===== src/hw/rtl/rgb565_hls_color_classifier_top_assert.svh =====
// Assertion macros for the color classifier.
// Each macro takes a label, the clock, the active-low reset, the property terms
// and a message.
`ifndef RGB565_HLS_COLOR_CLASSIFIER_TOP_ASSERT_SVH
`define RGB565_HLS_COLOR_CLASSIFIER_TOP_ASSERT_SVH

`ifndef SYNTH

// same-cycle implication
`define RHCC_ASSERT_IMPLIES(label, clk, rst_n, ante, cons, msg) \
    label: assert property (@(posedge clk) disable iff (!rst_n) (ante) |-> (cons)) \
        else $error(msg);

// next-cycle implication
`define RHCC_ASSERT_NEXT(label, clk, rst_n, ante, cons, msg) \
    label: assert property (@(posedge clk) disable iff (!rst_n) (ante) |=> (cons)) \
        else $error(msg);

`else

`define RHCC_ASSERT_IMPLIES(label, clk, rst_n, ante, cons, msg)
`define RHCC_ASSERT_NEXT(label, clk, rst_n, ante, cons, msg)

`endif

`endif


===== src/hw/rtl/rhcc_pkg.sv =====
package rhcc_pkg;

    // field widths
    localparam int PIXEL_W    = 16;
    localparam int CHAN_W     = 8;
    localparam int CFG_IDX_W  = 3;
    localparam int CFG_DATA_W = 8;

    // configuration register indexes
    typedef enum logic [CFG_IDX_W-1:0] {
        REG_HUE_MIN   = 3'd0,
        REG_HUE_MAX   = 3'd1,
        REG_SAT_MIN   = 3'd2,
        REG_SAT_MAX   = 3'd3,
        REG_LIGHT_MIN = 3'd4,
        REG_LIGHT_MAX = 3'd5
    } cfg_idx_t;

    // configuration reset values
    localparam logic [CFG_DATA_W-1:0] HUE_MIN_RST   = 8'd0;
    localparam logic [CFG_DATA_W-1:0] HUE_MAX_RST   = 8'd240;
    localparam logic [CFG_DATA_W-1:0] SAT_MIN_RST   = 8'd0;
    localparam logic [CFG_DATA_W-1:0] SAT_MAX_RST   = 8'd240;
    localparam logic [CFG_DATA_W-1:0] LIGHT_MIN_RST = 8'd120;
    localparam logic [CFG_DATA_W-1:0] LIGHT_MAX_RST = 8'd240;

endpackage


===== src/hw/rtl/rhcc_pixel_if.sv =====
interface rhcc_pixel_if import rhcc_pkg::*; ();

    logic               valid;
    logic               ready;
    logic [PIXEL_W-1:0] pixel_rgb565;

    modport source (output valid, output pixel_rgb565, input ready);
    modport sink   (input valid, input pixel_rgb565, output ready);

endinterface


===== src/hw/rtl/rhcc_result_if.sv =====
interface rhcc_result_if import rhcc_pkg::*; ();

    logic              valid;
    logic              ready;
    logic              is_match;
    logic [CHAN_W-1:0] hue;
    logic [CHAN_W-1:0] lightness;
    logic [CHAN_W-1:0] saturation;

    modport source (output valid, output is_match, output hue, output lightness,
                    output saturation, input ready);
    modport sink   (input valid, input is_match, input hue, input lightness,
                    input saturation, output ready);

endinterface


===== src/hw/rtl/rgb565_hls_color_classifier_top.sv =====
// RGB565 color classifier: each accepted pixel is widened to 8-bit channels,
// converted to hue, lightness and saturation on a 0..240 scale and tested
// against the six configured exclusive bounds; one result comes out per pixel,
// in order. The block takes one pixel per clock unless every stage is full and
// the output is stalled. The datapath is an 8-stage pipeline: channel min/max and
// hue sector, constant multiplies for the dividends and lightness, saturation
// divisor select, four divider stages of two quotient bits each (hue and
// saturation in parallel), then the threshold compare into the output register.
// Every stage holds its transaction under backpressure and empty stages fill,
// so pixels keep being taken while a result waits at the output as long as
// a stage is free. Write the bounds only while no transaction is in flight.

`include "rgb565_hls_color_classifier_top_assert.svh"

module rgb565_hls_color_classifier_top import rhcc_pkg::*;
(
    input  logic                  clk,
    input  logic                  rst_n,
    input  logic                  cfg_we,
    input  logic [CFG_IDX_W-1:0]  cfg_index,
    input  logic [CFG_DATA_W-1:0] cfg_data,
    rhcc_pixel_if.sink            pixel,
    rhcc_result_if.source         result
);

    localparam int NSTAGE     = 8;
    localparam int LAST       = NSTAGE - 1;
    localparam int DIV_STAGES = 4;
    localparam int DIV_FIRST  = 3;
    localparam int DIV_STEPS  = 2;
    localparam int Q_W        = DIV_STAGES * DIV_STEPS;

    // hue sector bases and scales
    localparam logic [CHAN_W-1:0] HUE_BASE_RB = 8'd0;
    localparam logic [CHAN_W-1:0] HUE_BASE_RG = 8'd240;
    localparam logic [CHAN_W-1:0] HUE_BASE_G  = 8'd80;
    localparam logic [CHAN_W-1:0] HUE_BASE_B  = 8'd160;
    localparam int HUE_SECTOR  = 40;
    localparam int SAT_SCALE   = 240;
    localparam logic [CHAN_W-1:0] LIGHT_HALF = 8'd120;
    localparam logic [8:0] SUM_FULL = 9'd510;
    // lightness = floor(sum * 8 / 17) = (sum * 7711) >> 14 for sum <= 510
    localparam int LIGHT_RECIP = 7711;
    localparam int LIGHT_SHIFT = 14;
    localparam int LMUL_W      = 22;

    typedef enum logic [1:0] {
        SECT_RB,
        SECT_RG,
        SECT_G,
        SECT_B
    } hue_sect_t;

    typedef struct packed {
        logic              grey;
        logic              neg;
        logic [CHAN_W-1:0] base;
        logic [CHAN_W-1:0] mag;
        logic [CHAN_W-1:0] dif;
        logic [8:0]        sum;
    } hsl0_t;

    typedef struct packed {
        logic              grey;
        logic              neg;
        logic [CHAN_W-1:0] base;
        logic [15:0]       hnum;
        logic [CHAN_W-1:0] hden;
        logic [15:0]       snum;
        logic [8:0]        sum;
        logic [CHAN_W-1:0] light;
    } hsl1_t;

    typedef struct packed {
        logic              grey;
        logic              s_zero;
        logic              neg;
        logic [CHAN_W-1:0] base;
        logic [CHAN_W-1:0] light;
        logic [15:0]       hrem;
        logic [CHAN_W-1:0] hden;
        logic [Q_W-1:0]    hq;
        logic [15:0]       srem;
        logic [8:0]        sden;
        logic [Q_W-1:0]    sq;
    } div_t;

    // configuration registers
    logic [CFG_DATA_W-1:0] hue_min_reg;
    logic [CFG_DATA_W-1:0] hue_max_reg;
    logic [CFG_DATA_W-1:0] sat_min_reg;
    logic [CFG_DATA_W-1:0] sat_max_reg;
    logic [CFG_DATA_W-1:0] light_min_reg;
    logic [CFG_DATA_W-1:0] light_max_reg;

    // pipeline control
    logic [NSTAGE-1:0] v_reg;
    logic [NSTAGE-1:0] move;

    // pipeline payload
    hsl0_t s0_reg;
    hsl0_t s0_next;
    hsl1_t s1_reg;
    hsl1_t s1_next;
    div_t  div_reg  [DIV_STAGES+1];
    div_t  div_next [DIV_STAGES+1];

    logic              out_match_reg;
    logic [CHAN_W-1:0] out_hue_reg;
    logic [CHAN_W-1:0] out_light_reg;
    logic [CHAN_W-1:0] out_sat_reg;
    logic              out_match_next;
    logic [CHAN_W-1:0] out_hue_next;
    logic [CHAN_W-1:0] out_sat_next;

    // configuration writes; indexes past the list are dropped
    always_ff @(posedge clk or negedge rst_n)
    begin
        if (!rst_n)
        begin
            hue_min_reg   <= HUE_MIN_RST;
            hue_max_reg   <= HUE_MAX_RST;
            sat_min_reg   <= SAT_MIN_RST;
            sat_max_reg   <= SAT_MAX_RST;
            light_min_reg <= LIGHT_MIN_RST;
            light_max_reg <= LIGHT_MAX_RST;
        end
        else if (cfg_we)
        begin
            unique case (cfg_index)
                REG_HUE_MIN:   hue_min_reg   <= cfg_data;
                REG_HUE_MAX:   hue_max_reg   <= cfg_data;
                REG_SAT_MIN:   sat_min_reg   <= cfg_data;
                REG_SAT_MAX:   sat_max_reg   <= cfg_data;
                REG_LIGHT_MIN: light_min_reg <= cfg_data;
                REG_LIGHT_MAX: light_max_reg <= cfg_data;
                default:       ;
            endcase
        end
    end

    // a stage moves when it is empty or its successor moves
    always_comb
    begin
        move[LAST] = !v_reg[LAST] || result.ready;
        for (int i = LAST - 1; i >= 0; i--)
        begin
            move[i] = !v_reg[i] || move[i+1];
        end
    end

    assign pixel.ready = move[0];

    always_ff @(posedge clk or negedge rst_n)
    begin
        if (!rst_n)
        begin
            v_reg <= '0;
        end
        else
        begin
            if (move[0])
            begin
                v_reg[0] <= pixel.valid;
            end
            for (int i = 1; i < NSTAGE; i++)
            begin
                if (move[i])
                begin
                    v_reg[i] <= v_reg[i-1];
                end
            end
        end
    end

    // stage 0: widen channels, max/min, hue sector and signed difference
    always_comb
    begin
        logic [CHAN_W-1:0] r;
        logic [CHAN_W-1:0] g;
        logic [CHAN_W-1:0] b;
        logic [CHAN_W-1:0] mx;
        logic [CHAN_W-1:0] mn;
        logic [CHAN_W-1:0] op_a;
        logic [CHAN_W-1:0] op_c;
        hue_sect_t         sect;

        r = {pixel.pixel_rgb565[15:11], 3'b000};
        g = {pixel.pixel_rgb565[10:5], 2'b00};
        b = {pixel.pixel_rgb565[4:0], 3'b000};

        mx = r;
        if (g > mx) mx = g;
        if (b > mx) mx = b;
        mn = r;
        if (g < mn) mn = g;
        if (b < mn) mn = b;

        if (mx == r)
            sect = (mn == b) ? SECT_RB : SECT_RG;
        else if (mx == g)
            sect = SECT_G;
        else
            sect = SECT_B;

        case (sect)
            SECT_RB:
            begin
                op_a = g;
                op_c = b;
                s0_next.base = HUE_BASE_RB;
            end
            SECT_RG:
            begin
                op_a = g;
                op_c = b;
                s0_next.base = HUE_BASE_RG;
            end
            SECT_G:
            begin
                op_a = b;
                op_c = r;
                s0_next.base = HUE_BASE_G;
            end
            SECT_B:
            begin
                op_a = r;
                op_c = g;
                s0_next.base = HUE_BASE_B;
            end
            default:
            begin
                op_a = g;
                op_c = b;
                s0_next.base = HUE_BASE_RB;
            end
        endcase

        // truncation toward zero: divide the magnitude, apply the sign later
        s0_next.neg  = op_a < op_c;
        s0_next.mag  = s0_next.neg ? (op_c - op_a) : (op_a - op_c);
        s0_next.dif  = mx - mn;
        s0_next.sum  = 9'(mx) + 9'(mn);
        s0_next.grey = (mx == mn);
    end

    always_ff @(posedge clk)
    begin
        if (move[0])
        begin
            s0_reg <= s0_next;
        end
    end

    // stage 1: dividends and lightness
    always_comb
    begin
        logic [LMUL_W-1:0] lmul;

        lmul = LMUL_W'(s0_reg.sum) * LMUL_W'(LIGHT_RECIP);
        s1_next.grey  = s0_reg.grey;
        s1_next.neg   = s0_reg.neg;
        s1_next.base  = s0_reg.base;
        s1_next.hnum  = 16'(s0_reg.mag) * 16'(HUE_SECTOR);
        s1_next.hden  = s0_reg.dif;
        s1_next.snum  = 16'(s0_reg.dif) * 16'(SAT_SCALE);
        s1_next.sum   = s0_reg.sum;
        s1_next.light = lmul[LIGHT_SHIFT +: CHAN_W];
    end

    always_ff @(posedge clk)
    begin
        if (move[1])
        begin
            s1_reg <= s1_next;
        end
    end

    // stage 2: saturation divisor select, divider setup
    always_comb
    begin
        div_next[0].grey   = s1_reg.grey;
        div_next[0].neg    = s1_reg.neg;
        div_next[0].base   = s1_reg.base;
        div_next[0].light  = s1_reg.light;
        div_next[0].hrem   = s1_reg.hnum;
        div_next[0].hden   = s1_reg.hden;
        div_next[0].hq     = '0;
        div_next[0].srem   = s1_reg.snum;
        div_next[0].sden   = (s1_reg.light <= LIGHT_HALF) ? s1_reg.sum
                                                          : (SUM_FULL - s1_reg.sum);
        div_next[0].sq     = '0;
        // zero lightness or zero divisor gives zero saturation
        div_next[0].s_zero = s1_reg.grey || (s1_reg.light == '0) ||
                             (div_next[0].sden == '0);
    end

    always_ff @(posedge clk)
    begin
        if (move[2])
        begin
            div_reg[0] <= div_next[0];
        end
    end

    // stages 3..6: restoring division, two quotient bits per stage, MSB first
    for (genvar k = 0; k < DIV_STAGES; k++)
    begin : g_div
        always_comb
        begin
            logic [16:0] trial_h;
            logic [16:0] trial_s;
            logic        take_h;
            logic        take_s;

            div_next[k+1] = div_reg[k];
            for (int j = 0; j < DIV_STEPS; j++)
            begin
                trial_h = 17'(div_next[k+1].hden) << (Q_W - 1 - DIV_STEPS * k - j);
                trial_s = 17'(div_next[k+1].sden) << (Q_W - 1 - DIV_STEPS * k - j);
                take_h  = 17'(div_next[k+1].hrem) >= trial_h;
                take_s  = 17'(div_next[k+1].srem) >= trial_s;
                if (take_h)
                    div_next[k+1].hrem = 16'(17'(div_next[k+1].hrem) - trial_h);
                if (take_s)
                    div_next[k+1].srem = 16'(17'(div_next[k+1].srem) - trial_s);
                div_next[k+1].hq = {div_next[k+1].hq[Q_W-2:0], take_h};
                div_next[k+1].sq = {div_next[k+1].sq[Q_W-2:0], take_s};
            end
        end

        always_ff @(posedge clk)
        begin
            if (move[DIV_FIRST + k])
            begin
                div_reg[k+1] <= div_next[k+1];
            end
        end
    end

    // stage 7: apply hue sign, grey overrides, threshold compare
    always_comb
    begin
        div_t d;

        d = div_reg[DIV_STAGES];
        if (d.grey)
            out_hue_next = '0;
        else if (d.neg)
            out_hue_next = d.base - d.hq;
        else
            out_hue_next = d.base + d.hq;

        out_sat_next = d.s_zero ? '0 : d.sq;

        out_match_next = (out_hue_next > hue_min_reg) && (out_hue_next < hue_max_reg) &&
                         (d.light > light_min_reg) && (d.light < light_max_reg) &&
                         (out_sat_next > sat_min_reg) && (out_sat_next < sat_max_reg);
    end

    always_ff @(posedge clk)
    begin
        if (move[LAST])
        begin
            out_match_reg <= out_match_next;
            out_hue_reg   <= out_hue_next;
            out_light_reg <= div_reg[DIV_STAGES].light;
            out_sat_reg   <= out_sat_next;
        end
    end

    assign result.valid      = v_reg[LAST];
    assign result.is_match   = out_match_reg;
    assign result.hue        = out_hue_reg;
    assign result.lightness  = out_light_reg;
    assign result.saturation = out_sat_reg;

    // checks
    `RHCC_ASSERT_NEXT(a_accept_loads_stage0, clk, rst_n, pixel.valid && pixel.ready, v_reg[0], "accepted transaction missing from first stage")
    `RHCC_ASSERT_IMPLIES(a_hue_needs_sat, clk, rst_n, result.valid && (result.hue != 8'd0), result.saturation != 8'd0, "nonzero hue with zero saturation")
    `RHCC_ASSERT_IMPLIES(a_black_is_grey, clk, rst_n, result.valid && (result.lightness == 8'd0), (result.hue == 8'd0) && (result.saturation == 8'd0), "zero lightness pixel not grey")

endmodule


===== src/flat_wrapper.sv =====
// flat-port wrapper written by rule: the top's interface ports become plain ports
module rgb565_hls_color_classifier_top_flat import rhcc_pkg::*;
  (clk, rst_n, cfg_we, cfg_index, cfg_data, pixel_valid, pixel_pixel_rgb565, pixel_ready, result_valid, result_is_match, result_hue, result_lightness, result_saturation, result_ready);
  rhcc_pixel_if pixel_i ();
  rhcc_result_if result_i ();
  input  logic clk;
  input  logic rst_n;
  input  logic cfg_we;
  input  logic [CFG_IDX_W-1:0] cfg_index;
  input  logic [CFG_DATA_W-1:0] cfg_data;
  input wire logic [$bits(pixel_i.valid)-1:0] pixel_valid;
  input wire logic [$bits(pixel_i.pixel_rgb565)-1:0] pixel_pixel_rgb565;
  output wire logic [$bits(pixel_i.ready)-1:0] pixel_ready;
  output wire logic [$bits(result_i.valid)-1:0] result_valid;
  output wire logic [$bits(result_i.is_match)-1:0] result_is_match;
  output wire logic [$bits(result_i.hue)-1:0] result_hue;
  output wire logic [$bits(result_i.lightness)-1:0] result_lightness;
  output wire logic [$bits(result_i.saturation)-1:0] result_saturation;
  input wire logic [$bits(result_i.ready)-1:0] result_ready;
  assign pixel_i.valid = pixel_valid;
  assign pixel_i.pixel_rgb565 = pixel_pixel_rgb565;
  assign pixel_ready = pixel_i.ready;
  assign result_valid = result_i.valid;
  assign result_is_match = result_i.is_match;
  assign result_hue = result_i.hue;
  assign result_lightness = result_i.lightness;
  assign result_saturation = result_i.saturation;
  assign result_i.ready = result_ready;
  rgb565_hls_color_classifier_top u_core (.clk(clk), .rst_n(rst_n), .cfg_we(cfg_we), .cfg_index(cfg_index), .cfg_data(cfg_data), .pixel(pixel_i), .result(result_i));
endmodule

===== config.mk =====
export PLATFORM = sky130hd
export DESIGN_NAME = rgb565_hls_color_classifier_top_flat
export DESIGN_NICKNAME = d
export VERILOG_FILES = /design/src/hw/rtl/rhcc_pkg.sv /design/src/hw/rtl/rhcc_pixel_if.sv /design/src/hw/rtl/rhcc_result_if.sv /design/src/hw/rtl/rgb565_hls_color_classifier_top.sv /design/src/flat_wrapper.sv
export VERILOG_INCLUDE_DIRS = /design/src /design/src/hw/rtl
export SDC_FILE = /design/constraint.sdc
export NUM_CORES = 1
export LEC_CHECK = 0
export BUFFER_PORTS_ARGS = -buffer_cell sky130_fd_sc_hd__buf_2
export CORE_ASPECT_RATIO = 1.25
export CORE_MARGIN = 1
export CORE_UTILIZATION = 58
export DETAILED_ROUTE_END_ITERATION = 10
export GPL_TIMING_DRIVEN = 0
export PLACE_DENSITY = 0.76
export SYNTH_ARGS = -nofsm -noshare
export SYNTH_HDL_FRONTEND = slang
export SYNTH_SLANG_ARGS = --single-unit

===== constraint.sdc =====
create_clock -name clk -period 4.6 [get_ports clk]
set_input_delay 0.23 -clock clk [delete_from_list [all_inputs] [get_ports clk]]
set_output_delay 0.23 -clock clk [all_outputs]
set_load 0.05 [all_outputs]

==> results.py <==
metrics = {
    "synth": {
        "synth_common_cells": "edfxtp_1, ha_1, inv_1",
        "synth.distinct_cells": 77,
        "synthCells": 2201,
        "seq_area_frac_synth_pct": 46.6,
        "ys_top_cells_by_area": "edfxtp_1, ha_1, dfrtp_1, inv_1, fa_1",
        "syn-cell-area_um2": 24600,
        "yosysTopAreaCell": "edfxtp_1",
        "synth-main-ff-cell": "edfxtp_1",
        "synth_seq_cells": 391,
        "syn_area_per_cell_um2": 11.2,
        "synth.most_common_cell": "edfxtp_1",
        "syn-num-nets": 2543,
        "async_reset_ff_share_pct": 14.3,
        "yosys_warnings": 0,
        "synth_edf_count": 335,
        "yosys.area.top_type_share_pct": 40.8,
    },
    "sta": {
        "post-route-min-period_ps": 5580,
        "fin_worst_skew_ps": 19.3,
        "slew_viol_final": 0,
        "fin_ws_ps": -981,
        "final-setup-viol-count": 6,
        "relSlewSlack_pct": 22.3,
        "fmax_mhz": 179,
        "period_share_pct": 121,
        "grt_setup_unrepaired": "true",
        "worst_pin_slew_ps": 1160,
        "hold_viol_final": 0,
    },
    "clock_tree": {
        "cts_tree": "built",
        "cts-root-buf": "clkbuf_16",
        "numCtsBuffers": 39,
        "cts.sinks": 391,
        "h-tree-depth": 2,
        "clk_pin_slew_worst_paths_ps": 60,
        "clockBufferDepth": 3,
        "clkLatencyLatePin_ps": 530,
    },
    "placed_design": {
        "dp.cells": 2818,
        "globalplace.congestion": 0.927,
        "hpwl_mm": 36.6,
        "port_buffers": 54,
    },
    "setup_path": {
        "critical-path-max-stage-delay_ps": 430,
        "crit_fanout": 7,
        "crit_path_end_kind": "flop",
        "start_kind": "input pin",
        "rrSetupSlack_ps": 30,
        "cp.required_ps": 4860,
        "cp_common_cell": "ha_2",
        "critPathKind": "input pin to flop",
        "critPathTopFamily": "compound AO/OA/AOI/OAI gates",
        "arrival_ps": 5840,
        "cp_num_buf_inv": 4,
        "slowest_stage": "a221o_1",
    },
    "floorplan": {
        "fp.dieW_um": 186,
        "rows": 84,
        "io_pins": 59,
        "die_y_um": 232,
        "dieArea_um2": 43300,
        "coreArea_um2": 41900,
        "start_util_pct": 58.8,
    },
    "detailed_routing": {
        "ant_nets": 0,
        "wl_mm": 51.2,
        "detailedRoute.firstPassIterationCount": 5,
        "vias": 17400,
        "wl_per_cell_um": 17.1,
        "drcViolationCount": 0,
        "vias_per_cell": 5.81,
        "drt_iter0_markers": 750,
    },
    "finish": {
        "largest_register_ffs": 246,
        "multiInputGateArea_um2": 12900,
        "n_fill_cell": 2934,
        "final_nets": 2745,
        "drive_gt1_share_pct": 18.7,
        "register_area_um2": 11500,
        "antenna_cells": 0,
        "final_cells": 2991,
        "synthToLayoutAreaGrowth_pct": 16.7,
    },
    "global_route": {
        "antenna_found_initial": 0,
        "overflow": 0,
        "grt_pass1_vias": 17500,
        "grt_usage_pct": 23.2,
        "grt_first_pass_wirelength_mm": 82.5,
        "grt_max_degree": 57,
    },
    "run": {
        "cap_violations": 0,
    },
    "hold_path": {
        "min_path_type": "input pin to flop",
    },
    "status": {
        "violations": "negative setup slack",
        "outcome": "finished with violations",
    },
}
==> cells in the final DEF (no fill, tap or decap), types with 9 or more instances in the layout <==
cell type / Yosys / layout
dfrtp_1: 40 / 40
o21ai_0: 122 / 110
mux2i_1: 30 / 28
clkbuf_1: 30 / 23
a21oi_1: 109 / 97
a22o_1: 10 / 10
dfstp_2: 16 / 16
or3_1: 19 / 18
clkbuf_16: 0 / 46
xnor2_1: 77 / 77
buf_6: 0 / 9
buf_2: 1 / 51
a21o_1: 46 / 45
nand3_1: 27 / 24
edfxtp_1: 335 / 335
mux2_2: 74 / 70
nor2_1: 131 / 123
o31a_1: 12 / 12
ha_4: 0 / 15
or2_2: 12 / 12
xor2_1: 35 / 35
buf_4: 0 / 96
nand4_1: 31 / 31
a211o_1: 9 / 9
nor3_1: 44 / 41
ha_1: 266 / 244
o21bai_1: 11 / 11
nand2b_1: 28 / 27
o211ai_1: 15 / 15
o21a_1: 38 / 38
inv_1: 252 / 242
fa_1: 44 / 39
o31ai_1: 14 / 12
and3_1: 15 / 13
nand2_1: 116 / 110
nor2b_1: 48 / 46
==> area by class of cell <==
type                       instances  area share [%]
clock inverter                    17           0.492
multi-input combinational       1525            44.7
tap                              559            2.43
clock buffer                      53            3.90
buffer                            26           0.774
sequential                       391            39.9
timing repair buffer             167            4.38
inverter                         253            3.41
==> per-stage QoR <==
stage / TNS [ps] / utilization [%] / cell area, um^2 / hold slack (ps) / setup WS, ps
2_1_floorplan: -5110 / - / 24900 / -65.6 / -1290
3_3_place_gp: -38320 / 61.6 / 25800 / 400 / -2110
3_5_place_dp: -40980 / 61.8 / 25900 / 405 / -2160
4_1_cts: -1760 / 67.0 / 28100 / 14.3 / -783
5_1_grt: -5540 / 68.6 / 28800 / 47.3 / -1150
6_report: -3740 / 68.6 / 28800 / 46.0 / -981
==> worst reg2reg max path: cells and delay by family, from the launching register on <==
kind,cells,cell delay (ps)
AO/OA/AOI/OAI,6,1340
adder cells (fa/ha/maj),3,760
buffers and inverters,4,380
flip-flops,1,420
multiplexers,2,590
AND/OR/NAND/NOR,3,830
==> per-layer routing <==
layer	vias up	track usage, %	part of all wire (%)
met4	0	10.1	4.0
met5	-	0	0
met2	425	44.0	53
li1	8419	-	-
met3	157	2.78	3.4
met1	8385	25.9	40
==> cell families after synthesis <==
family | after synthesis | synth area share [%]
and+or+nand+nor | 518 | 10.6
AOI/OAI and AO/OA | 481 | 12.8
DFF | 391 | 46.6
adders and majority gates | 310 | 17.1
buffers and inverters | 285 | 4.35
xor gates and xnor gates | 112 | 3.98
muxes | 104 | 4.60
==> worst paths after layout <==
path / start / to / cells after the start
worst max register to register: u_core.div_reg[0][127] / u_core.div_reg[0][193] / 18
worst min register to register: u_core.div_reg[0][333] / u_core.div_reg[0][417] / 0
worst max-delay path: pixel_pixel_rgb565[6] / u_core.s0_reg[24] / 27
max in group asynchronous: rst_n / u_core.v_reg[2] / 2
worst min-delay path: cfg_data[3] / u_core.light_min_reg[3] / 3
min in group asynchronous: rst_n / u_core.sat_min_reg[2] / 2
==> repair_timing <==
item / 4_1_cts / 5_1_grt
resized for setup: 107 / 66
hold buffers: 4 / 1
setup endpoints to repair: 63 / 65
pin swaps: 39 / 50
cloned: 2 / 1
endpoints found under the hold margin: 5 / 40
buffers inserted: 55 / 48
Power is not shown: default switching activity piles up to over one toggle a cycle in this logic, so the estimate is an artifact.
